**config.mk**
```make
export PLATFORM = sky130hd
export DESIGN_NAME = qmi_divider
export DESIGN_NICKNAME = d
export VERILOG_FILES = /design/src/hw/rtl/qmi_pkg.sv /design/src/hw/rtl/qmi_divider.sv
export SDC_FILE = /design/constraint.sdc
export NUM_CORES = 1
export LEC_CHECK = 0
export BUFFER_PORTS_ARGS = -buffer_cell sky130_fd_sc_hd__buf_2
export CAP_MARGIN = 20
export CELL_PAD_IN_SITES_DETAIL_PLACEMENT = 0
export CELL_PAD_IN_SITES_GLOBAL_PLACEMENT = 1
export CORE_MARGIN = 2
export CORE_UTILIZATION = 47
export CTS_BUF_LIST = sky130_fd_sc_hd__clkbuf_8
export DETAILED_ROUTE_END_ITERATION = 8
export MAX_ROUTING_LAYER = met4
export PLACE_DENSITY_LB_ADDON = 0.1
export REMOVE_ABC_BUFFERS = 1
export SYNTH_ARGS = -nofsm -noshare
export SYNTH_HDL_FRONTEND = slang
export SYNTH_SLANG_ARGS = --single-unit
```
**constraint.sdc**
```tcl
create_clock -name clk -period 5.06 [get_ports clk]
set_input_delay 0 -clock clk [delete_from_list [all_inputs] [get_ports clk]]
set_output_delay 0 -clock clk [all_outputs]
set_load 0.01 [all_outputs]
```
**src/hw/rtl/qmi_pkg.sv**
```systemverilog
// Package: command codes, sizes and shared types for the queue machine interpreter.
`timescale 1ns / 1ps
`default_nettype none
package qmi_pkg;
  localparam int QUEUE_DEPTH = 4096;
  localparam int QA_W = $clog2(QUEUE_DEPTH);
  localparam int QC_W = $clog2(QUEUE_DEPTH + 1);
  localparam int REG_COUNT = 26;
  localparam int WORD_W = 16;

  typedef enum logic [4:0] {
    CMD_PUSH = 5'd0, CMD_ADD = 5'd1, CMD_SUB = 5'd2, CMD_MUL = 5'd3,
    CMD_DIV = 5'd4, CMD_MOD = 5'd5, CMD_STORE = 5'd6, CMD_LOAD = 5'd7,
    CMD_PRINTQ = 5'd8, CMD_PRINTR = 5'd9, CMD_CHARQ = 5'd10,
    CMD_CHARR = 5'd11, CMD_LABEL = 5'd12, CMD_JMP = 5'd13, CMD_JZ = 5'd14,
    CMD_JEQ = 5'd15, CMD_JGT = 5'd16, CMD_QUIT = 5'd17
  } cmd_t;

  localparam logic [1:0] KIND_NONE = 2'd0;
  localparam logic [1:0] KIND_NUM = 2'd1;
  localparam logic [1:0] KIND_CHAR = 2'd2;
  localparam logic [1:0] KIND_HALT = 2'd3;
  localparam logic [1:0] FAULT_NONE = 2'd0;
  localparam logic [1:0] FAULT_UNDER = 2'd1;
  localparam logic [1:0] FAULT_OVER = 2'd2;

  typedef enum logic [2:0] {
    ST_IDLE, ST_POPA, ST_POPB, ST_CALC, ST_DIVW, ST_PUSH, ST_DONE
  } state_t;

  typedef struct packed {
    logic start;
    logic [WORD_W-1:0] dividend;
    logic [WORD_W-1:0] divisor;
  } div_req_t;

  typedef struct packed {
    logic done;
    logic [WORD_W-1:0] quotient;
    logic [WORD_W-1:0] remainder;
  } div_rsp_t;
endpackage
`default_nettype wire

```
**src/hw/rtl/qmi_divider.sv**
```systemverilog
// Restoring divider, one quotient bit per cycle.
`timescale 1ns / 1ps
`default_nettype none
module qmi_divider (
  input  wire logic              clk,
  input  wire logic              rst,
  input  wire qmi_pkg::div_req_t req,
  output qmi_pkg::div_rsp_t      rsp
);
  import qmi_pkg::*;
  localparam int CNT_W = $clog2(WORD_W + 1);
  logic busy;
  logic done;
  logic [CNT_W-1:0] cnt;
  logic [WORD_W-1:0] quo, rem, dsr;
  logic [WORD_W:0] trial;

  assign trial = {rem, quo[WORD_W-1]} - {1'b0, dsr};

  always_ff @(posedge clk) begin
    if (rst) begin
      busy <= 1'b0;
      cnt <= '0;
      done <= 1'b0;
    end else begin
      done <= busy && !req.start && (cnt == CNT_W'(1));
      if (req.start) begin
        busy <= 1'b1;
        cnt <= CNT_W'(WORD_W);
      end else if (busy) begin
        cnt <= cnt - 1'b1;
        if (cnt == CNT_W'(1)) begin
          busy <= 1'b0;
        end
      end
    end
  end

  always_ff @(posedge clk) begin
    if (req.start) begin
      quo <= req.dividend;
      rem <= '0;
      dsr <= req.divisor;
    end else if (busy) begin
      if (!trial[WORD_W]) begin
        rem <= trial[WORD_W-1:0];
        quo <= {quo[WORD_W-2:0], 1'b1};
      end else begin
        rem <= {rem[WORD_W-2:0], quo[WORD_W-1]};
        quo <= {quo[WORD_W-2:0], 1'b0};
      end
    end
  end

  assign rsp.done = done;
  assign rsp.quotient = quo;
  assign rsp.remainder = rem;

  a_done_pulse: assert property (@(posedge clk) disable iff (rst)
    rsp.done |=> !rsp.done) else $error("divider done held");
  a_no_restart: assert property (@(posedge clk) disable iff (rst)
    busy |-> !req.start) else $error("divider restarted while busy");
  a_done_end: assert property (@(posedge clk) disable iff (rst)
    rsp.done |-> !busy) else $error("done while busy");
endmodule
`default_nettype wire

```
# Word level (Yosys, flattened, before mapping)
# Index checks and enable logic that the tools add are counted.
classes:
  n_reduce_logical: 5
  addsub: 2
  mux: 9
  multipliers: 0
  eq_ne: 1
  shift: 0
  div: 0
  magnitude_cmp: 0
  bitwise: 0
ops:
  columns: ["operator", "count"]
  rows:
  - ["2-to-1 mux 16 bit", 3]
  - ["subtractor 17 x 16 -> 17 bit", 1]
  - ["2-to-1 mux 5 bit", 2]
  - ["== test 5 x 1 -> 1 bit, second input constant", 1]
  - ["subtractor 5 x 1 -> 5 bit, second input constant", 1]
  - ["2-to-1 mux 1 bit", 4]
  - ["logical AND 1 bit", 2]
  - ["nonzero test 2 bit", 1]
  - ["OR reduction 2 bit", 1]
  - ["logical NOT 1 bit", 1]
totals:
  latchBits: 0
  register_bits: 55
  out_inout_bits: 33
  memories: 0
  ramBits: 0
  romBits: 0

# Depth between registers and ports, before layout
# Gate-level depths: netlist of run 1.
logic_depth:
  ltp_word: 4
  depth_mapped: 11
  depth_no_buf: 10

# Worst setup path before layout of run 1
# Ideal clock, no wire load.
synth_path:
  path_type: "reg-to-reg"
  startpoint: "reg quo[15]"
  endpoint: "reg quo[0], data pin"
  required_time_ns: 4.800
  synth_period_minus_slack_ns: 2.482
  stages_incl_launch_ff: 11
  setup_time_ns: 0.260
  slack_ns: 2.578
  arrival_ns: 2.222
  path_cell_list: "edfxtp_1 -> inv_1 -> ha_1 -> fa_1 -> nor2b_1 -> o31a_1 -> o211a_1 -> or3_1 -> o2111ai_2 -> buf_4 -> mux2_2"
synth_via:
  elab_chain_cells: 4
synth_lines:
  columns: ["element", "line_no", "text"]
  rows:
  - ["from (decl)", "qmi_divider.sv:15", "logic [WORD_W-1:0] quo, rem, dsr;"]
  - ["from (signal assigned)", "qmi_divider.sv:41", "quo <= req.dividend;"]
  - ["from (signal assigned)", "qmi_divider.sv:47", "quo <= {quo[WORD_W-2:0], 1'b1};"]
  - ["from (signal assigned)", "qmi_divider.sv:50", "quo <= {quo[WORD_W-2:0], 1'b0};"]
  - ["subtractor 17 x 16 -> 17 bit", "qmi_divider.sv:18", "assign trial = {rem, quo[WORD_W-1]} - {1'b0, dsr};"]
  - ["2-to-1 mux 1 bit", "qmi_divider.sv:45", "if (!trial[WORD_W]) begin"]
  - ["2-to-1 mux 16 bit", "qmi_divider.sv:44", "end else if (busy) begin"]
  - ["2-to-1 mux 16 bit", "qmi_divider.sv:40", "if (req.start) begin"]
# No other way between the ends. The select of a mux whose other input is x is not followed.
# A chain may end at the register's enable or synchronous reset.

# Final worst setup path of run 1
# Ends and elaborated chain as after synthesis.

==> results.sh, run 1 <==
export IMPL_cts_buffers=5
export IMPL_synthTopCellsByArea="edfxtp_1 32%, dfxtp_1 15%, ha_1 7.5%"
export IMPL_cpPeakStageDelay_ps=410
export IMPL_path_cells="inv_1 -> ha_1 -> fa_1 -> nor2b_1 -> o31a_1 -> o211a_1 -> or3_1 -> o2111ai_2 -> buf_4 -> mux2_2"
export IMPL_dieArea_um2=7040
export IMPL_grt_first_pass_wirelength_um=11100
export IMPL_finalHoldViolCount=0
export IMPL_reg2reg_from="quo[15]"
export IMPL_vias=2345
export IMPL_cp_end_kind="flop"
export IMPL_syn2layout_area_growth_pct=27.0
export IMPL_totalWireLength_um=6320
export IMPL_slew_viol_final=0
export IMPL_ys_seq_area_share_pct=47.4
export IMPL_cpMaxStageDelayCell="fa_1"
export IMPL_yosysTopAreaCell="edfxtp_1"
export IMPL_critPathMaxFanout=12
export IMPL_highest_layer="met4"
export IMPL_crit_required_ps=5140
export IMPL_fin_crit_ps=2960
export IMPL_setup_viol=0
export IMPL_synthCells=278
export IMPL_p_leak_nw=1.66
export IMPL_drc=0
export IMPL_crit_arrival_ps=3040
export IMPL_syn_avg_cell_area_um2=10.8
export IMPL_start_util_pct=47.8
export IMPL_placed_cells_incl_taps=414
export IMPL_cap_violations=0
export IMPL_min_to="dsr[6]"
export IMPL_core_region_area_um2=6280
export IMPL_io_buffer_count=67
export IMPL_wl_per_cell_um=13.9
export IMPL_cts_num_sinks=55
export IMPL_overflow=0
export IMPL_viasPerCell=5.15
export IMPL_rsz0062_at_grt="no"
export IMPL_cts_tree="done"
export IMPL_antenna_found_initial=0
export IMPL_run_status="finished clean"
export IMPL_hpwl_um=4200
export IMPL_finalWorstSetupSlack_ps=2100
export IMPL_htree_levels=2
export IMPL_min_period_over_period_pct=58.5
export IMPL_grt_pass1_vias=2371
export IMPL_max_freq_ghz=0.338
export IMPL_ys_warn_count=0
export IMPL_finalSetupTns_ps=0
export IMPL_synth_cell_types=48
export IMPL_synth_seq_cells=55
export IMPL_antenna_cells=0
export IMPL_clock_latency_ps=310
export IMPL_finalClockSkew_ps=10.5
export IMPL_dieWidth_um=83.9
export IMPL_tightest_slew_ps=913
export IMPL_stdcell_count=455
export IMPL_hold_depth=2
export IMPL_gp_congestion=0.822
export IMPL_rr_worst_depth=10
export IMPL_synth_area_um2=3000
export IMPL_die_h_um=83.9
export IMPL_rrSetupSlack_ps=2100
export IMPL_rr_endpoint="quo[0]"
export IMPL_synth_top_area_share_pct=32.0
export IMPL_ant_nets=0
export IMPL_clockBufferDepth=2
export IMPL_dpl_worst_slack_ps=2100
export IMPL_slew_headroom_pct=39.0
export IMPL_critPathLaunchType="flop"
export IMPL_clk_pin_slew_ps=110
export IMPL_grt_max_degree=50
export IMPL_holdCritPathClass="input pin to flop"
export IMPL_fin_util_pct=60.7
export IMPL_holdWs_ps=313
export IMPL_path_class="flop to flop"
export IMPL_max_vdd_ir_drop_uv=178
export IMPL_grt_util_all_layers_pct=19.8
export IMPL_ioPinCount=68
export IMPL_num_rows=29
export IMPL_drive_above_1_share_pct=25.1
export IMPL_wl_met3_um=281
export IMPL_drtPass1Iterations=4
export IMPL_power_density_nw_per_um2=283
export IMPL_drtIter0Drc=121
export IMPL_cts_root_buf="clkbuf_8"
export IMPL_fin_nets=431
export IMPL_wl_met2_um=3020
export IMPL_routedLengthMet1_um=2990
export IMPL_min_from="req[32]"
==> worst max-delay path by stage <==
stage             from       to  slack [ps]  cells after the start
2_1_floorplan  quo[15]   quo[0]        2180                      9
3_3_place_gp   quo[15]   quo[0]        2120                     10
3_5_place_dp   quo[15]   quo[0]        2100                     10
4_1_cts        quo[15]   quo[0]        2050                     10
5_1_grt        quo[15]  rem[12]        1880                     11
6_report       quo[15]   quo[0]        2100                     10
==> cells by family after synthesis <==
group           synth area share (%)
xor+xnor                        4.38
compound gates                  14.1
simple gates                    10.2
flops                           47.4
buf+inv                         5.13
fa+ha+maj                       8.18
mux                             10.7
==> metrics by stage <==
step                instance area (um^2)  power (mW)
floorplan                           2940       0.730
global placement                    3390       0.812
detailed placement                  3390       0.813
CTS                                 3810        1.09
global route                        3810        1.15
finish                              3810        1.08
==> registers in the layout, summed over array words and instances, names as in the netlist <==
name and flops:
quo 16, cnt 5, busy 1, done 1
rem 16, dsr 16
==> final cells by class <==
cell class	count	area, um^2
clock buffers	5	68.8
flip-flops and latches	55	1420
well taps	77	96.3
inverters	25	93.8
fillers	554	2470
multi-input cells	188	1420
repair buffers	102	681
clock inverters	3	23.8
==> synth_stat cells, drive strengths merged <==
cell type,instances
edfxtp,32
inv,25
nor2,24
dfxtp,23
ha,18
mux2,16
mux2i,14
nand2,13
a21oi,12
o21ai,10
a211oi,9
nor3,9
xnor2,9
o21a,6
xor2,6
buf,5
clkbuf,5
nand2b,5
nor2b,4
a21o,3
o211ai,3
a22o,2
nand3,2
o31ai,2
a2111o,1
a2111oi,1
a221o,1
a221oi,1
a31o,1
a31oi,1
and2,1
and3,1
and4b,1
fa,1
nand3b,1
nor4b,1
o2111a,1
o2111ai,1
o211a,1
o21bai,1
o221ai,1
o22ai,1
o31a,1
or3,1
or4b,1
==> critical path, delay by kind of cell, from the launching register on <==
family / cells / cell delay (ps)
adders and majority gates: 2 / 630
AOI/OAI and AO/OA: 3 / 790
buffers and inverters: 2 / 400
muxes: 1 / 260
and+or+nand+nor: 2 / 280
DFF: 1 / 360
==> layout by cell type (no fill, tap or decap), types with 2 or more instances in the layout <==
master and instances:
nand3_1 2, a21oi_1 12, xor2_1 6, buf_4 2
mux2i_1 14, a22o_1 2, dfxtp_1 23, a21o_1 3
nand2_1 13, nor2_1 24, nand2b_1 5, nor3_1 9
inv_1 25, clkbuf_8 5, nor2b_1 4, buf_2 67
o31ai_1 2, dlygate4sd3_1 33, mux2_2 16, o211ai_1 3
a211oi_1 9, ha_1 18, xnor2_1 9, edfxtp_1 32
o21ai_0 9, o21a_1 6
==> report_power, final <==
part,total [mW],switching (mW),leakage [nW],internal (mW)
logic,0.279,0.142,1.10,0.138
clock network,0.257,0.156,0.0477,0.101
registers,0.543,0.0275,0.506,0.516
total,1.08,0.325,1.66,0.754
==> routing by layer <==
metal | vias up | track usage [%]
met1 | 1088 | 26.0
met3 | 2 | 4.55
met2 | 51 | 31.4
li1 | 1204 | -
met5 | - | -
met4 | 0 | 4.40
==> timing repair <==
action / in CTS / in global routing
resized for setup: 0 / 0
setup endpoints to repair: 0 / 0
buffers inserted: 0 / 0
hold buffers: 33 / 0
hold endpoints to repair: 39 / 0
(Power assumes the default switching activity.)
==> run 2: changes to the inputs <==
- CORE_UTILIZATION: 47 -> 43
- clock period: 5.06 -> 2.9 ns (I/O delays scaled with it)
==> run 2 against run 1 <==
Compared with the run above: clock skew fell by 1.8 ps; critical path depth is 1 higher; first-iteration DRC count down 25%; cell count grew 1.3%; global-route usage decreased by 2.3 points; hold slack worse by 140 ps; sequential share of layout area shrank 0.34 points; count of clock-buffer cells in the layout did not move; non-clock buffer count is 3 higher; critical endpoint is now rem[8]; largest cell class unchanged; largest power group unchanged.
==> results.sh, run 2 (synthesis gave the netlist of run 1 again) <==
export IMPL_num_rows=30
export IMPL_crit_required_ps=3100
export IMPL_cp_end_kind="flop"
export IMPL_setup_viol=0
export IMPL_htree_levels=2
export IMPL_ioPinCount=68
export IMPL_ant_nets=0
export IMPL_critPathLaunchType="flop"
export IMPL_clock_latency_ps=310
export IMPL_grt_first_pass_wirelength_um=10400
export IMPL_vias=2377
export IMPL_core_region_area_um2=6760
export IMPL_antenna_cells=0
export IMPL_rsz0062_at_grt="no"
export IMPL_cts_num_sinks=55
export IMPL_dieArea_um2=7660
export IMPL_p_leak_nw=1.67
export IMPL_dieWidth_um=87.5
export IMPL_regArea_um2=1420
export IMPL_reg_top3="dsr (16), quo (16), rem (16)"
export IMPL_finalClockSkew_ps=8.68
export IMPL_die_h_um=87.5
export IMPL_finalWorstSetupSlack_ps=310
export IMPL_dpl_worst_slack_ps=329
export IMPL_path_class="flop to flop"
export IMPL_cap_violations=0
export IMPL_cts_tree="done"
export IMPL_critPathMaxFanout=20
export IMPL_max_freq_ghz=0.386
export IMPL_drive_above_1_share_pct=25.7
export IMPL_drtIter0Drc=91
export IMPL_hpwl_um=4450
export IMPL_cts_root_buf="clkbuf_8"
export IMPL_overflow=0
export IMPL_grt_pass1_vias=2239
export IMPL_start_util_pct=44.4
export IMPL_grt_max_degree=29
export IMPL_finalSetupTns_ps=0
export IMPL_fin_nets=434
export IMPL_power_density_nw_per_um2=489
export IMPL_fin_crit_ps=2590
export IMPL_final_cell_mix="67 x buf_2, 33 x dlygate4sd3_1, 32 x edfxtp_1"
export IMPL_syn2layout_area_growth_pct=28.2
export IMPL_drc=0
export IMPL_cts_resized=0
export IMPL_gp_congestion=0.849
export IMPL_holdCritPathClass="input pin to flop"
export IMPL_slew_headroom_pct=54.9
export IMPL_clk_pin_slew_ps=100
export IMPL_max_vdd_ir_drop_uv=233
export IMPL_finalHoldViolCount=0
export IMPL_drtPass1Iterations=4
export IMPL_run_status="finished clean"
export IMPL_io_buffer_count=67
export IMPL_grt_util_all_layers_pct=17.5
export IMPL_nFillCells=615
export IMPL_final_common_cell="buf_2"
export IMPL_cts_buffers=5
export IMPL_wl_per_cell_um=13.9
export IMPL_antenna_found_initial=0
export IMPL_cts_hold_buf=33
export IMPL_slew_viol_final=0
export IMPL_viasPerCell=5.16
export IMPL_crit_arrival_ps=2790
export IMPL_tightest_slew_ps=670
export IMPL_totalWireLength_um=6420
export IMPL_min_period_over_period_pct=89.3
export IMPL_multi_input_area_um2=1420
export IMPL_post_cts_setup_buffers=0
export IMPL_clockBufferDepth=2
==> run 2: cell count changes in the layout (fill, tap and decap cells not counted), sizes merged <==
cell / before / now
buf: 69 / 72
clkinv: 2 / 0
inv: 26 / 27
clkinvlp: 0 / 1
==> run 2: cell type report <==
class / instances / area share (%)
inverter: 25 / 2.44
clock buffer: 5 / 1.79
sequential: 55 / 37.0
tap: 80 / 2.60
multi-input combinational: 188 / 37.0
clock inverter: 3 / 0.521
timing repair buffer: 105 / 18.6
==> run 2: path summary, 6_finish.rpt <==
kind            from      end  slack [ps]  cells after the start
min          req[32]  dsr[13]         170                      1
max reg2reg  quo[15]   rem[8]         310                     11
max          quo[15]   rem[8]         310                     11
min reg2reg   rem[8]   rem[8]         510                      2
==> run 2: critical path: stages (launching register included) <==
cell       delay, ps
edfxtp_1         400
inv_1             90
ha_1             180
fa_1             220
nor2b_1           70
o31a_1           260
o211a_1          240
or3_1            360
o2111ai_2        120
buf_12           220
mux2i_1          260
o21ai_1           70
==> run 2: per-stage QoR <==
stage | cells | area, um^2 | util (%) | power [mW] | hold WS (ps)
detailed placement | 420 | 3420 | 50.7 | 1.43 | 178
finish | 461 | 3840 | 56.9 | 1.88 | 172
global placement | 420 | 3420 | 50.7 | 1.43 | 176
floorplan | 268 | 2940 | - | 1.27 | 72.4
CTS | 461 | 3840 | 56.9 | 1.91 | 183
global route | 461 | 3840 | 56.9 | 1.99 | 197
==> run 2: power by group <==
| group | internal, mW | switching (mW) |
|---|---|---|
| clock network | 0.171 | 0.262 |
| logic | 0.249 | 0.258 |
| registers | 0.900 | 0.0399 |
==> run 2: metal layers <==
metal | global-route usage [%] | up-vias | share of wire (%)
met5 | - | - | 0
met4 | 3.36 | 0 | 0.62
met3 | 3.41 | 4 | 3.8
met2 | 27.9 | 57 | 48
met1 | 23.4 | 1107 | 47
li1 | - | 1209 | -
